===== src/hdl/afc54_pkg.sv =====
// Shared types, constants and symbol mapping for the 54-symbol affine cipher.
// Used by afc54_ctrl, afc54_dp and affine_cipher_54_symbol.
package afc54_pkg;

  localparam int unsigned SymCount = 54;

  // Result status codes
  localparam logic [1:0] ST_OK        = 2'd0;
  localparam logic [1:0] ST_NOT_ALPHA = 2'd1;
  localparam logic [1:0] ST_NOT_INV   = 2'd2;

  // Configuration register indexes
  localparam logic CFG_KEY_MULT = 1'b0;
  localparam logic CFG_KEY_ADD  = 1'b1;

  // floor(p / 54) = (p * DivRecip) >> DivShift, exact for p < 8192
  localparam int unsigned DivShift = 19;
  localparam logic [13:0] DivRecip = 14'd9710;

  typedef struct packed {
    logic load_item;
    logic inv_start;
    logic inv_step;
    logic do_mul;
    logic do_div;
    logic out_load_pass;
    logic out_load_res;
  } cmd_t;

  typedef struct packed {
    logic in_alpha;
    logic invertible;
    logic inv_ready;
    logic inv_found;
    logic out_free;
  } sts_t;

  // Byte to symbol; valid only where in_alphabet holds
  function automatic logic [5:0] to_sym(input logic [7:0] c);
    logic [7:0] t;
    t = 8'd0;
    if (c >= 8'd65 && c <= 8'd90) begin
      t = c - 8'd65;
    end else if (c >= 8'd97 && c <= 8'd122) begin
      t = c - 8'd71;
    end else if (c == 8'd165) begin
      t = 8'd52;
    end else begin
      t = 8'd53;
    end
    return t[5:0];
  endfunction

  function automatic logic in_alphabet(input logic [7:0] c);
    return (c >= 8'd65 && c <= 8'd90) || (c >= 8'd97 && c <= 8'd122) ||
           (c == 8'd165) || (c == 8'd164);
  endfunction

  function automatic logic [7:0] to_byte(input logic [5:0] s);
    logic [7:0] b;
    b = 8'd164;
    if (s <= 6'd25) begin
      b = {2'b00, s} + 8'd65;
    end else if (s <= 6'd51) begin
      b = {2'b00, s} + 8'd71;
    end else if (s == 6'd52) begin
      b = 8'd165;
    end
    return b;
  endfunction

  // Reduce a 6-bit register value into 0..53
  function automatic logic [5:0] red54(input logic [5:0] v);
    return (v >= 6'd54) ? v - 6'd54 : v;
  endfunction

  // Coprime to 54 = 2 * 3^3: odd and not a multiple of 3
  function automatic logic coprime54(input logic [5:0] m);
    logic [3:0] s;
    // m mod 3 == (even-position bits + 2 * odd-position bits) mod 3
    s = {3'b000, m[0]} + {3'b000, m[2]} + {3'b000, m[4]} +
        {2'b00, m[1], 1'b0} + {2'b00, m[3], 1'b0} + {2'b00, m[5], 1'b0};
    return m[0] && !(s == 4'd0 || s == 4'd3 || s == 4'd6 || s == 4'd9);
  endfunction

endpackage


===== src/hdl/affine_cipher_54_symbol.sv =====
// Top level of the 54-symbol affine cipher: stream in, stream out, key port.
// Depends on afc54_pkg, afc54_ctrl and afc54_dp.
//
// Channel   Dir  Handshake          Payload
// s_*       in   s_tvalid/s_tready  s_tdata = char_in, s_tuser = mode
// m_*       out  m_tvalid/m_tready  m_tdata = char_out, m_tuser = status
// cfg_*     in   cfg_we             cfg_index selects key_mult / key_add
//
// An enciphered or deciphered character passes from transfer to result through
// check, multiply, reciprocal divide by 54, remainder and map-back.
// A pass-through character (outside the alphabet, or key_mult not coprime
// to 54) goes from check straight to the output register. The first cipher
// character after a key write adds the inverse search, one candidate per cycle.
// rst is synchronous and restores key_mult = 1, key_add = 0, no inverse.
// A result held in the output register while m_tready is low does not block
// the next input transfer; the block stalls only when its next result needs
// that register.
module affine_cipher_54_symbol import afc54_pkg::*; (
  input  logic       clk,
  input  logic       rst,
  input  logic       s_tvalid,
  output logic       s_tready,
  input  logic [7:0] s_tdata,   // [7:0] char_in
  input  logic       s_tuser,   // [0] mode: 0 encrypt, 1 decrypt
  output logic       m_tvalid,
  input  logic       m_tready,
  output logic [7:0] m_tdata,   // [7:0] char_out
  output logic [1:0] m_tuser,   // [1:0] status
  input  logic       cfg_we,
  input  logic       cfg_index,
  input  logic [5:0] cfg_wdata
);

  cmd_t cmd;
  sts_t sts;

  // Sequencing: one item in flight, output register decoupled from input
  afc54_ctrl u_ctrl (
    .clk      (clk),
    .rst      (rst),
    .s_tvalid (s_tvalid),
    .s_tready (s_tready),
    .sts      (sts),
    .cmd      (cmd)
  );

  // Keys, inverse cache, arithmetic and output register
  afc54_dp u_dp (
    .clk       (clk),
    .rst       (rst),
    .cfg_we    (cfg_we),
    .cfg_index (cfg_index),
    .cfg_wdata (cfg_wdata),
    .s_tdata   (s_tdata),
    .s_tuser   (s_tuser),
    .m_tdata   (m_tdata),
    .m_tuser   (m_tuser),
    .m_tvalid  (m_tvalid),
    .m_tready  (m_tready),
    .cmd       (cmd),
    .sts       (sts)
  );

endmodule


===== src/hdl/afc54_dp.sv =====
// Datapath: key registers, inverse search, multiply and modulo-54 reduction,
// output register. Depends on afc54_pkg; driven by afc54_ctrl commands.
module afc54_dp import afc54_pkg::*; (
  input  logic       clk,
  input  logic       rst,
  input  logic       cfg_we,
  input  logic       cfg_index,
  input  logic [5:0] cfg_wdata,
  input  logic [7:0] s_tdata,
  input  logic       s_tuser,
  output logic [7:0] m_tdata,
  output logic [1:0] m_tuser,
  output logic       m_tvalid,
  input  logic       m_tready,
  input  cmd_t       cmd,
  output sts_t       sts
);

  logic [5:0]  key_mult;
  logic [5:0]  key_add;
  logic [5:0]  inv_key;
  logic        inv_ready;
  logic [5:0]  cand;
  logic [5:0]  acc;
  logic [7:0]  char_q;
  logic        mode_q;
  logic [12:0] prod;
  logic [7:0]  quot;

  logic [5:0]  m_red;
  logic [5:0]  a_red;
  logic [5:0]  sym;
  logic [6:0]  acc_sum;
  logic [6:0]  diff;
  logic [12:0] prod_next;
  logic [26:0] quot_wide;
  logic [13:0] rem_wide;
  logic        out_free;

  assign m_red = red54(key_mult);
  assign a_red = red54(key_add);
  assign sym   = to_sym(char_q);
  assign out_free = !m_tvalid || m_tready;

  assign acc_sum = {1'b0, acc} + {1'b0, m_red};
  assign diff    = {1'b0, sym} + 7'd54 - {1'b0, a_red};

  always_comb begin
    if (mode_q) begin
      prod_next = 13'({7'd0, inv_key} * {6'd0, diff});
    end else begin
      prod_next = 13'({7'd0, m_red} * {7'd0, sym}) + {7'd0, a_red};
    end
  end

  assign quot_wide = {14'd0, prod} * {13'd0, DivRecip};
  assign rem_wide  = {1'b0, prod} - 14'({6'd0, quot} * 14'd54);

  assign sts.in_alpha   = in_alphabet(char_q);
  assign sts.invertible = coprime54(m_red);
  assign sts.inv_ready  = inv_ready;
  assign sts.inv_found  = (acc == 6'd1);
  assign sts.out_free   = out_free;

  // Keys and cached inverse
  always_ff @(posedge clk) begin
    if (rst) begin
      key_mult  <= 6'd1;
      key_add   <= 6'd0;
      inv_key   <= 6'd0;
      inv_ready <= 1'b0;
    end else if (cfg_we) begin
      if (cfg_index == CFG_KEY_MULT) begin
        key_mult <= cfg_wdata;
      end else begin
        key_add <= cfg_wdata;
      end
      inv_ready <= 1'b0;
    end else if (cmd.inv_step && acc == 6'd1) begin
      inv_key   <= cand;
      inv_ready <= 1'b1;
    end
  end

  // Search for k with m*k == 1 mod 54, one candidate a cycle
  always_ff @(posedge clk) begin
    if (cmd.inv_start) begin
      cand <= 6'd1;
      acc  <= m_red;
    end else if (cmd.inv_step) begin
      cand <= cand + 6'd1;
      acc  <= (acc_sum >= 7'd54) ? 6'(acc_sum - 7'd54) : acc_sum[5:0];
    end
  end

  always_ff @(posedge clk) begin
    if (cmd.load_item) begin
      char_q <= s_tdata;
      mode_q <= s_tuser;
    end
    if (cmd.do_mul) begin
      prod <= prod_next;
    end
    if (cmd.do_div) begin
      quot <= quot_wide[DivShift +: 8];
    end
  end

  // Output register
  always_ff @(posedge clk) begin
    if (rst) begin
      m_tvalid <= 1'b0;
    end else if (cmd.out_load_pass || cmd.out_load_res) begin
      m_tvalid <= 1'b1;
    end else if (m_tready) begin
      m_tvalid <= 1'b0;
    end
  end

  always_ff @(posedge clk) begin
    if (cmd.out_load_pass) begin
      m_tdata <= char_q;
      m_tuser <= sts.in_alpha ? ST_NOT_INV : ST_NOT_ALPHA;
    end else if (cmd.out_load_res) begin
      m_tdata <= to_byte(rem_wide[5:0]);
      m_tuser <= ST_OK;
    end
  end

endmodule


===== src/hdl/afc54_ctrl.sv =====
// Controller state machine: sequences accept, inverse search, multiply,
// divide and output load. Depends on afc54_pkg.
module afc54_ctrl import afc54_pkg::*; (
  input  logic clk,
  input  logic rst,
  input  logic s_tvalid,
  output logic s_tready,
  input  sts_t sts,
  output cmd_t cmd
);

  localparam logic [2:0] S_IDLE  = 3'd0;
  localparam logic [2:0] S_CHECK = 3'd1;
  localparam logic [2:0] S_INV   = 3'd2;
  localparam logic [2:0] S_MUL   = 3'd3;
  localparam logic [2:0] S_DIV   = 3'd4;
  localparam logic [2:0] S_RED   = 3'd5;

  logic [2:0] state;
  logic [2:0] state_next;

  assign s_tready = (state == S_IDLE);

  always_comb begin
    state_next = state;
    cmd        = '0;
    case (state)
      S_IDLE: begin
        if (s_tvalid) begin
          cmd.load_item = 1'b1;
          state_next    = S_CHECK;
        end
      end
      S_CHECK: begin
        if (!sts.in_alpha || !sts.invertible) begin
          if (sts.out_free) begin
            cmd.out_load_pass = 1'b1;
            state_next        = S_IDLE;
          end
        end else if (!sts.inv_ready) begin
          cmd.inv_start = 1'b1;
          state_next    = S_INV;
        end else begin
          state_next = S_MUL;
        end
      end
      S_INV: begin
        cmd.inv_step = 1'b1;
        if (sts.inv_found) begin
          state_next = S_MUL;
        end
      end
      S_MUL: begin
        cmd.do_mul = 1'b1;
        state_next = S_DIV;
      end
      S_DIV: begin
        cmd.do_div = 1'b1;
        state_next = S_RED;
      end
      S_RED: begin
        if (sts.out_free) begin
          cmd.out_load_res = 1'b1;
          state_next       = S_IDLE;
        end
      end
      default: begin
        state_next = S_IDLE;
      end
    endcase
  end

  always_ff @(posedge clk) begin
    if (rst) begin
      state <= S_IDLE;
    end else begin
      state <= state_next;
    end
  end

endmodule


===== config.mk =====
export PLATFORM = sky130hd
export DESIGN_NAME = affine_cipher_54_symbol
export DESIGN_NICKNAME = d
export VERILOG_FILES = /design/src/hdl/afc54_pkg.sv /design/src/hdl/affine_cipher_54_symbol.sv /design/src/hdl/afc54_dp.sv /design/src/hdl/afc54_ctrl.sv
export SDC_FILE = /design/constraint.sdc
export NUM_CORES = 1
export LEC_CHECK = 0
export ABC_CLOCK_PERIOD_IN_PS = 9200
export BUFFER_PORTS_ARGS = -buffer_cell sky130_fd_sc_hd__buf_2
export CAP_MARGIN = 0
export CORE_ASPECT_RATIO = 2
export CORE_MARGIN = 1
export CORE_UTILIZATION = 65
export CTS_CLUSTER_DIAMETER = 120
export DETAILED_ROUTE_END_ITERATION = 8
export PLACE_DENSITY = 0.83
export SYNTH_ARGS = -nofsm -noshare
export SYNTH_HDL_FRONTEND = slang
export SYNTH_SLANG_ARGS = --single-unit

===== constraint.sdc =====
create_clock -name clk -period 9.2 [get_ports clk]
set_input_delay 0.92 -clock clk [delete_from_list [all_inputs] [get_ports clk]]
set_output_delay 0.92 -clock clk [all_outputs]
set_load 0.01 [all_outputs]

---- Yosys cells after proc, flatten, opt, wreduce, memory -nomap -nowiden ----
Cells that the tools add are included.
word-level totals
  register bits ........................... 75
  input bits .............................. 21
  output and inout bits ................... 12
  logic and storage cells ................. 125
cells by class
  add/sub/neg operators ................... 18
  multipliers ............................. 4
  order comparisons ....................... 9
  equality and inequality tests ........... 14
  muxes and demuxes ....................... 37
  bitwise logic cells ..................... 2
  reductions and logical operators ........ 27
operators by type and width
  cell                      number
  $mux W6                   7
  $mux W8                   4
  $mul A13 B13 Y26 const B  1
  $pmux W3 S6               1
  $sub A6 B6 Y6 const B     3
  $mux W1                   17
  $add A6 B7 Y8 const B     2
  $eq A8 B8 Y1 const B      2
  $ge A8 B7 Y1 const B      2
  $le A8 B7 Y1 const B      2
  $add A12 B6 Y13           1
  $mul A6 B7 Y13            1
  $mux W13                  1
  $add A4 B2 Y4             3
  $ge A6 B6 Y1 const B      2
  $mul A6 B6 Y12            1
  $mux W3                   4
  $logic_or A1 B1 Y1        9
  $mul A8 B5 Y5 const B     1
  $reduce_and A2 Y1         4
  $add A6 B6 Y7             1
  $add A6 B6 Y7 const B     1
  $ge A7 B6 Y1 const B      1
  $sub A7 B6 Y7             1
  other kinds (25)          39

---- Logic depth before layout (Yosys ltp) ----
  depth in word-level cells ............... 19
  mapped depth ............................ 31
  depth with buffers taken out ............ 31

---- Cells and area by module ----
A second synthesis with hierarchy kept.
second synthesis, totals
  cells, all modules ...................... 1116
  area total of the unflattened synthesis .. 10523.8 µm²
modules (own cells, without submodules)
  module      times used  cells an instance  area each (µm²)  seq. area each (µm²)
  afc54_dp    1           1086               10299.9          1811.7
  afc54_ctrl  1           30                 224.0            60.1

---- Worst setup path before layout ----
Ideal clock, no wire load.
  path kind ............................... reg2reg
  start point ............................. register u_dp.char_q[0]
  end point ............................... register u_dp.prod[9], data pin
  setup time .............................. 0.282 ns
  data arrival time ....................... 6.418 ns
  data required time ...................... 8.918 ns
  path slack .............................. 2.500 ns
  stages on the path, launching flop included .. 30
  path buffers ............................ 0
  period minus slack after synthesis ...... 6.700 ns
  path through ............................ edfxtp_1 > inv_1 > ha_1 > or4b_4 > o22ai_2 > a21oi_2 > a22oi_1 > mux2_2 > inv_1 > ha_1 > inv_1 > fa_1 > a21oi_1 > nor2_1 > nor2_1 > xnor2_1 > and2_1 > fa_1 > inv_1 > fa_1 > fa_1 > inv_1 > ha_1 > nor2b_1 > o21ai_0 > a21oi_1 > o21a_1 > or3_1 > a32oi_1 > o311ai_0
on the way
  longest elaborated chain between the ends .. 8
  elaborated cells between the ends (all ways) .. 18
  those cells by class .................... add/sub (5); mul (2); order compare (4); eq/ne (1); mux (4); reduce/logical (2)
ends and longest elaborated chain
  item                                            RTL line                          RTL
  from (decl)                                     afc54_dp.sv:25                    logic [7:0] char_q;
  from (signal assigned)                          afc54_dp.sv:98                    char_q <= s_tdata;
  $ge A8 B7 Y1 (tied with other cells)            afc54_pkg.sv:44                   end else if (c >= 8'd97 && c <= 8'd122) begin
  $logic_and A1 B1 Y1 or $mux W1 (tied branches)  afc54_pkg.sv:44, afc54_pkg.sv:46
  $mux W6                                         afc54_pkg.sv:44
  $mux W6 *                                       afc54_pkg.sv:42                   if (c >= 8'd65 && c <= 8'd90) begin
  $add A6 B6 Y7                                   afc54_dp.sv:46                    assign diff = {1'b0, sym} + 7'd54 - {1'b0, a_red};
  $sub A7 B6 Y7                                   afc54_dp.sv:46
  $mul A6 B7 Y13                                  afc54_dp.sv:50                    prod_next = 13'({7'd0, inv_key} * {6'd0, diff});
  $mux W13 *                                      afc54_dp.sv:49                    if (mode_q) begin
  net u_dp.prod_next[9]                           afc54_dp.sv:35                    logic [12:0] prod_next;
  to (signal assigned)                            afc54_dp.sv:102                   prod <= prod_next;
  to (decl)                                       afc54_dp.sv:27                    logic [12:0] prod;
The timed path passes the listed nets; every way through them passes the cells marked *.
A chain may end at the register's enable or synchronous reset.

---- Worst setup path in the final report ----
Same ends and word-level chain as after synthesis.

==> results summary <==
The max-slew violation count was 0. In this run the post-CTS setup repair buffer count came out at 0. The fraction of power consumed by combinational cells came out at about 32%. In this run the count of I/O pins placed on the die edge is 33.

The startpoint identified for the worst register-to-register timing path is u_dp.char_q[0]$_DFFE_PP_. TritonCTS built the clock tree. The number of endpoints failing setup at the final stage came out at 0. The register bit total from synthesis came out at between 70 and 80. The share of synthesized area in the top cell type comes to 21.9%. The worst hold margin came out at 0.493 ns. The number of antenna violations at the first check in global routing is 0. The sequential share of power came out at 36.0%.

Setup slack on the worst reg-to-reg path comes out at 1.75 ns. The count of cells resized by post-cts repair is 0. The minimum period implied by the final worst setup slack came out at approximately 7.5 ns. The worst hold path begins at u_dp.cand[5]$_SDFFE_PP0P_. The cell sitting at the root of the clock tree is a sky130_fd_sc_hd__clkbuf_16. STA classifies the critical path endpoint as a flop. The core area is 0.0162 mm². The sequential-to-total area share from yosys stat is between 10% and 20%.

The CTS sink count came out at a little over 70. The stage delay of the slowest cell on the critical path is 0.56 ns. The chip height is 183 µm.

By area the synthesized netlist is led by sky130_fd_sc_hd__fa_1 22%, sky130_fd_sc_hd__ha_1 21%, sky130_fd_sc_hd__edfxtp_1 12%. The sum of overflow across all layers after global routing is 0. The required time of the critical path came out at 9.25 ns. The hold-fix buffer count after cts is 0. The largest driver fanout on the critical path is 9. The run finished with clean final reports. In the synthesized netlist, the cells that appear most often are 227 x sky130_fd_sc_hd__inv_1, 178 x sky130_fd_sc_hd__ha_1, 117 x sky130_fd_sc_hd__fa_1. The post-synthesis cell area is 0.0107 mm².

The maximum operating frequency came out at 134 MHz. The hold violation total from the final report is 0. After detailed routing, the number of vias per cell comes to 5.90.

The internal portion of total power is around 0.00072 W. The reg-to-reg endpoint is u_dp.prod[9]$_DFFE_PN_. By instance count, the leading cell after synthesis is sky130_fd_sc_hd__inv_1. The clock tree buffer depth came out at 2. The weighted congestion at the end of routability-driven global placement came out at 0.980. For the worst-skew pair, the clock arrives at the later sink with an insertion delay of 0.35 ns.

The wire length of the first global-routing pass came out at 38.9 mm. The most common flop cell mapped by yosys is sky130_fd_sc_hd__edfxtp_1. The largest voltage drop on the vdd net came out at about 0.14 mV. The post-route netlist has 6.23% of its cells at a drive strength greater than 1. The tool flagged a number of max-cap violations equal to 0. STA classifies the critical path startpoint as a flop.

The static power due to leakage is 5.62 nW. The synthesized design contains 43 enable-type register cells. The number of global-route vias before repair is 8,730. The antenna violation net count after detailed routing is 0. Entering global routing, the biggest net connects 30 pins. The total of warnings raised by yosys is 0. The clock input transition at the sequential cells of the worst setup and hold paths is 0.05 ns. The cell area power density came out at 94.6 mW/mm². The proportion of total power due to net switching came out at 33.1%. The CTS buffer count is 9. The detailed-router iteration count before antenna repair is 5. The number of antenna diodes in the final layout is 0. Among the stages of the critical path, the cell type that occurs most often is sky130_fd_sc_hd__inv_1.

The relative slew slack came out at 33.6%. The total half-perimeter wirelength after legalization and detailed placement is 20.0 mm. At the pin with the least slew margin, the transition time is about 1.0 ns. In the final design database the tool counted between 1,000 and 1,500 nets. The total track usage came out at between 20 and 30%. The detailed router's first-iteration violation count came out at 332.

The horizontal die dimension came out at between 90 and 100 µm. The critical path in this run is classified as flop to flop. STA puts the critical path data arrival time at 7.50 ns. Setup repair after global routing left no endpoint under its margin. Adding up every negative setup slack in the final design gives 0 ns.

In this run the worst hold path is classified as flop to flop. Counting instances, the worst hold path has a depth of 2. The depth of the most critical reg-to-reg path came out at 29. Synthesis handed over a netlist of 1,140 instances. The wire length per cell is 17.1 µm. In this run the power spent charging and discharging nets is approximately 0.00035 W.

Synthesis produced a netlist with a net count of 1,456. Once the floorplan was initialized, standard cells occupied 66.1% of the core. The synthesized design spends more area on one cell type than any other, namely sky130_fd_sc_hd__fa_1. For this run, design rule violations remaining after detail routing come to 0. The post-synthesis to final-layout area growth is 5.79%. The final cycle utilization of the critical path is ~81%. The worst hold endpoint is u_dp.cand[5]$_SDFFE_PP0P_.

The clock share of power came out at 31.9%. The die covers approximately 0.017 mm². The row count came out at 66. The slowest stage cell on the critical path is sky130_fd_sc_hd__fa_1. The worst-case clock skew came out at 0.00787 ns. The overall power of the completed layout came out at between 0.001 and 0.0015 W. The proportion of register bits with asynchronous set or reset after synthesis is 0%.

Synthesis instantiated 77 different standard cells from the library. Port buffering added 32 buffers. The total vias in the final route came out at around 8,100. The mean area per synthesized cell is ~9.4 µm². The H-tree was split into 3 levels. The total length of routed wires is 23.6 mm.
[how the worst max path moves through the flow]
stage | cells after the start | endpoint | from | slack (ns)
after global routing | 31 | u_dp.prod[9]$_DFFE_PN_ | u_dp.char_q[0]$_DFFE_PP_ | 1.20
after detailed placement | 29 | u_dp.prod[9]$_DFFE_PN_ | u_dp.char_q[0]$_DFFE_PP_ | 1.85
final | 29 | u_dp.prod[9]$_DFFE_PN_ | u_dp.char_q[0]$_DFFE_PP_ | 1.75
after floorplan | 29 | u_dp.prod[9]$_DFFE_PN_ | u_dp.char_q[0]$_DFFE_PP_ | 2.50
after CTS | 29 | u_dp.prod[9]$_DFFE_PN_ | u_dp.char_q[0]$_DFFE_PP_ | 1.81
after global placement | 29 | u_dp.prod[9]$_DFFE_PN_ | u_dp.char_q[0]$_DFFE_PP_ | 2.08
[logic make-up after synthesis]
group	Yosys count	share of synthesized area (%)
muxes	23	2.22
AOI/OAI and AO/OA	187	11.5
buffers and inverters	246	8.84
DFF	72	17.5
and+or+nand+nor	274	13.4
xor gates and xnor gates	43	3.78
adders and majority gates	295	42.7
[power by group through the flow]
stage / combinational [W] / clock (W) / sequential [W]
global route: 0.000386 / 0.000356 / 0.000387
detailed placement: 0.000340 / 0 / 0.000391
CTS: 0.000343 / 0.000344 / 0.000384
floorplan: 0.000257 / 0 / 0.000383
global placement: 0.000327 / 0 / 0.000390
finish: 0.000344 / 0.000341 / 0.000385
[worst max-delay path, delay by kind of cell (launching register included)]
kind            cells  cell delay (ns)
compound gates      9             1.89
xor+xnor            1             0.29
fa+ha+maj           7             2.62
buf+inv             6             0.56
flops               1             0.50
simple gates        6             1.31
[sequential cells by signal (all words and copies together), names as in the netlist]
signal,count
u_dp.prod,13
u_dp.char_q,8
u_dp.m_tdata,8
u_dp.acc,6
u_dp.cand,6
u_dp.inv_key,6
u_dp.key_add,6
u_dp.key_mult,6
u_dp.quot,5
u_ctrl.state,3
u_dp.m_tuser,2
u_dp.inv_ready,1
u_dp.m_tvalid,1
u_dp.mode_q,1
[stage by stage]
stage	utilization (%)	cell area [µm²]	instances	setup WS [ns]
after floorplan	-	10700	1140	2.50
after global placement	68.2	11000	1359	2.08
after detailed placement	68.2	11000	1359	1.85
after CTS	69.9	11300	1375	1.81
after global routing	69.9	11300	1375	1.20
final	69.9	11300	1375	1.75
[layout make-up]
type	instances	area, µm²
clock buffer	13	240
clock inverter	3	42.5
fill	1318	4870
inverter	227	852
multi-input combinational	822	7880
sequential	72	1870
tap	204	255
timing repair buffer	34	175
[per-layer routing]
layer  up-vias  wire [µm]  track usage (%)
met5         -          0                0
met4         0       1660             22.0
met3        95        573             3.80
met2       175      13700             60.0
met1      4005       7630             25.3
li1       3839          -                -
[placed cells by master (no fill, tap or decap), types with 32 or more instances in the layout]
cell and instances:
sky130_fd_sc_hd__inv_1 227, sky130_fd_sc_hd__ha_1 178, sky130_fd_sc_hd__fa_1 117, sky130_fd_sc_hd__nand2_1 74
sky130_fd_sc_hd__nor2_1 56, sky130_fd_sc_hd__a21oi_1 53, sky130_fd_sc_hd__and2_1 45, sky130_fd_sc_hd__edfxtp_1 43
sky130_fd_sc_hd__o21ai_0 37, sky130_fd_sc_hd__buf_2 32
(Power assumes the default switching activity.)
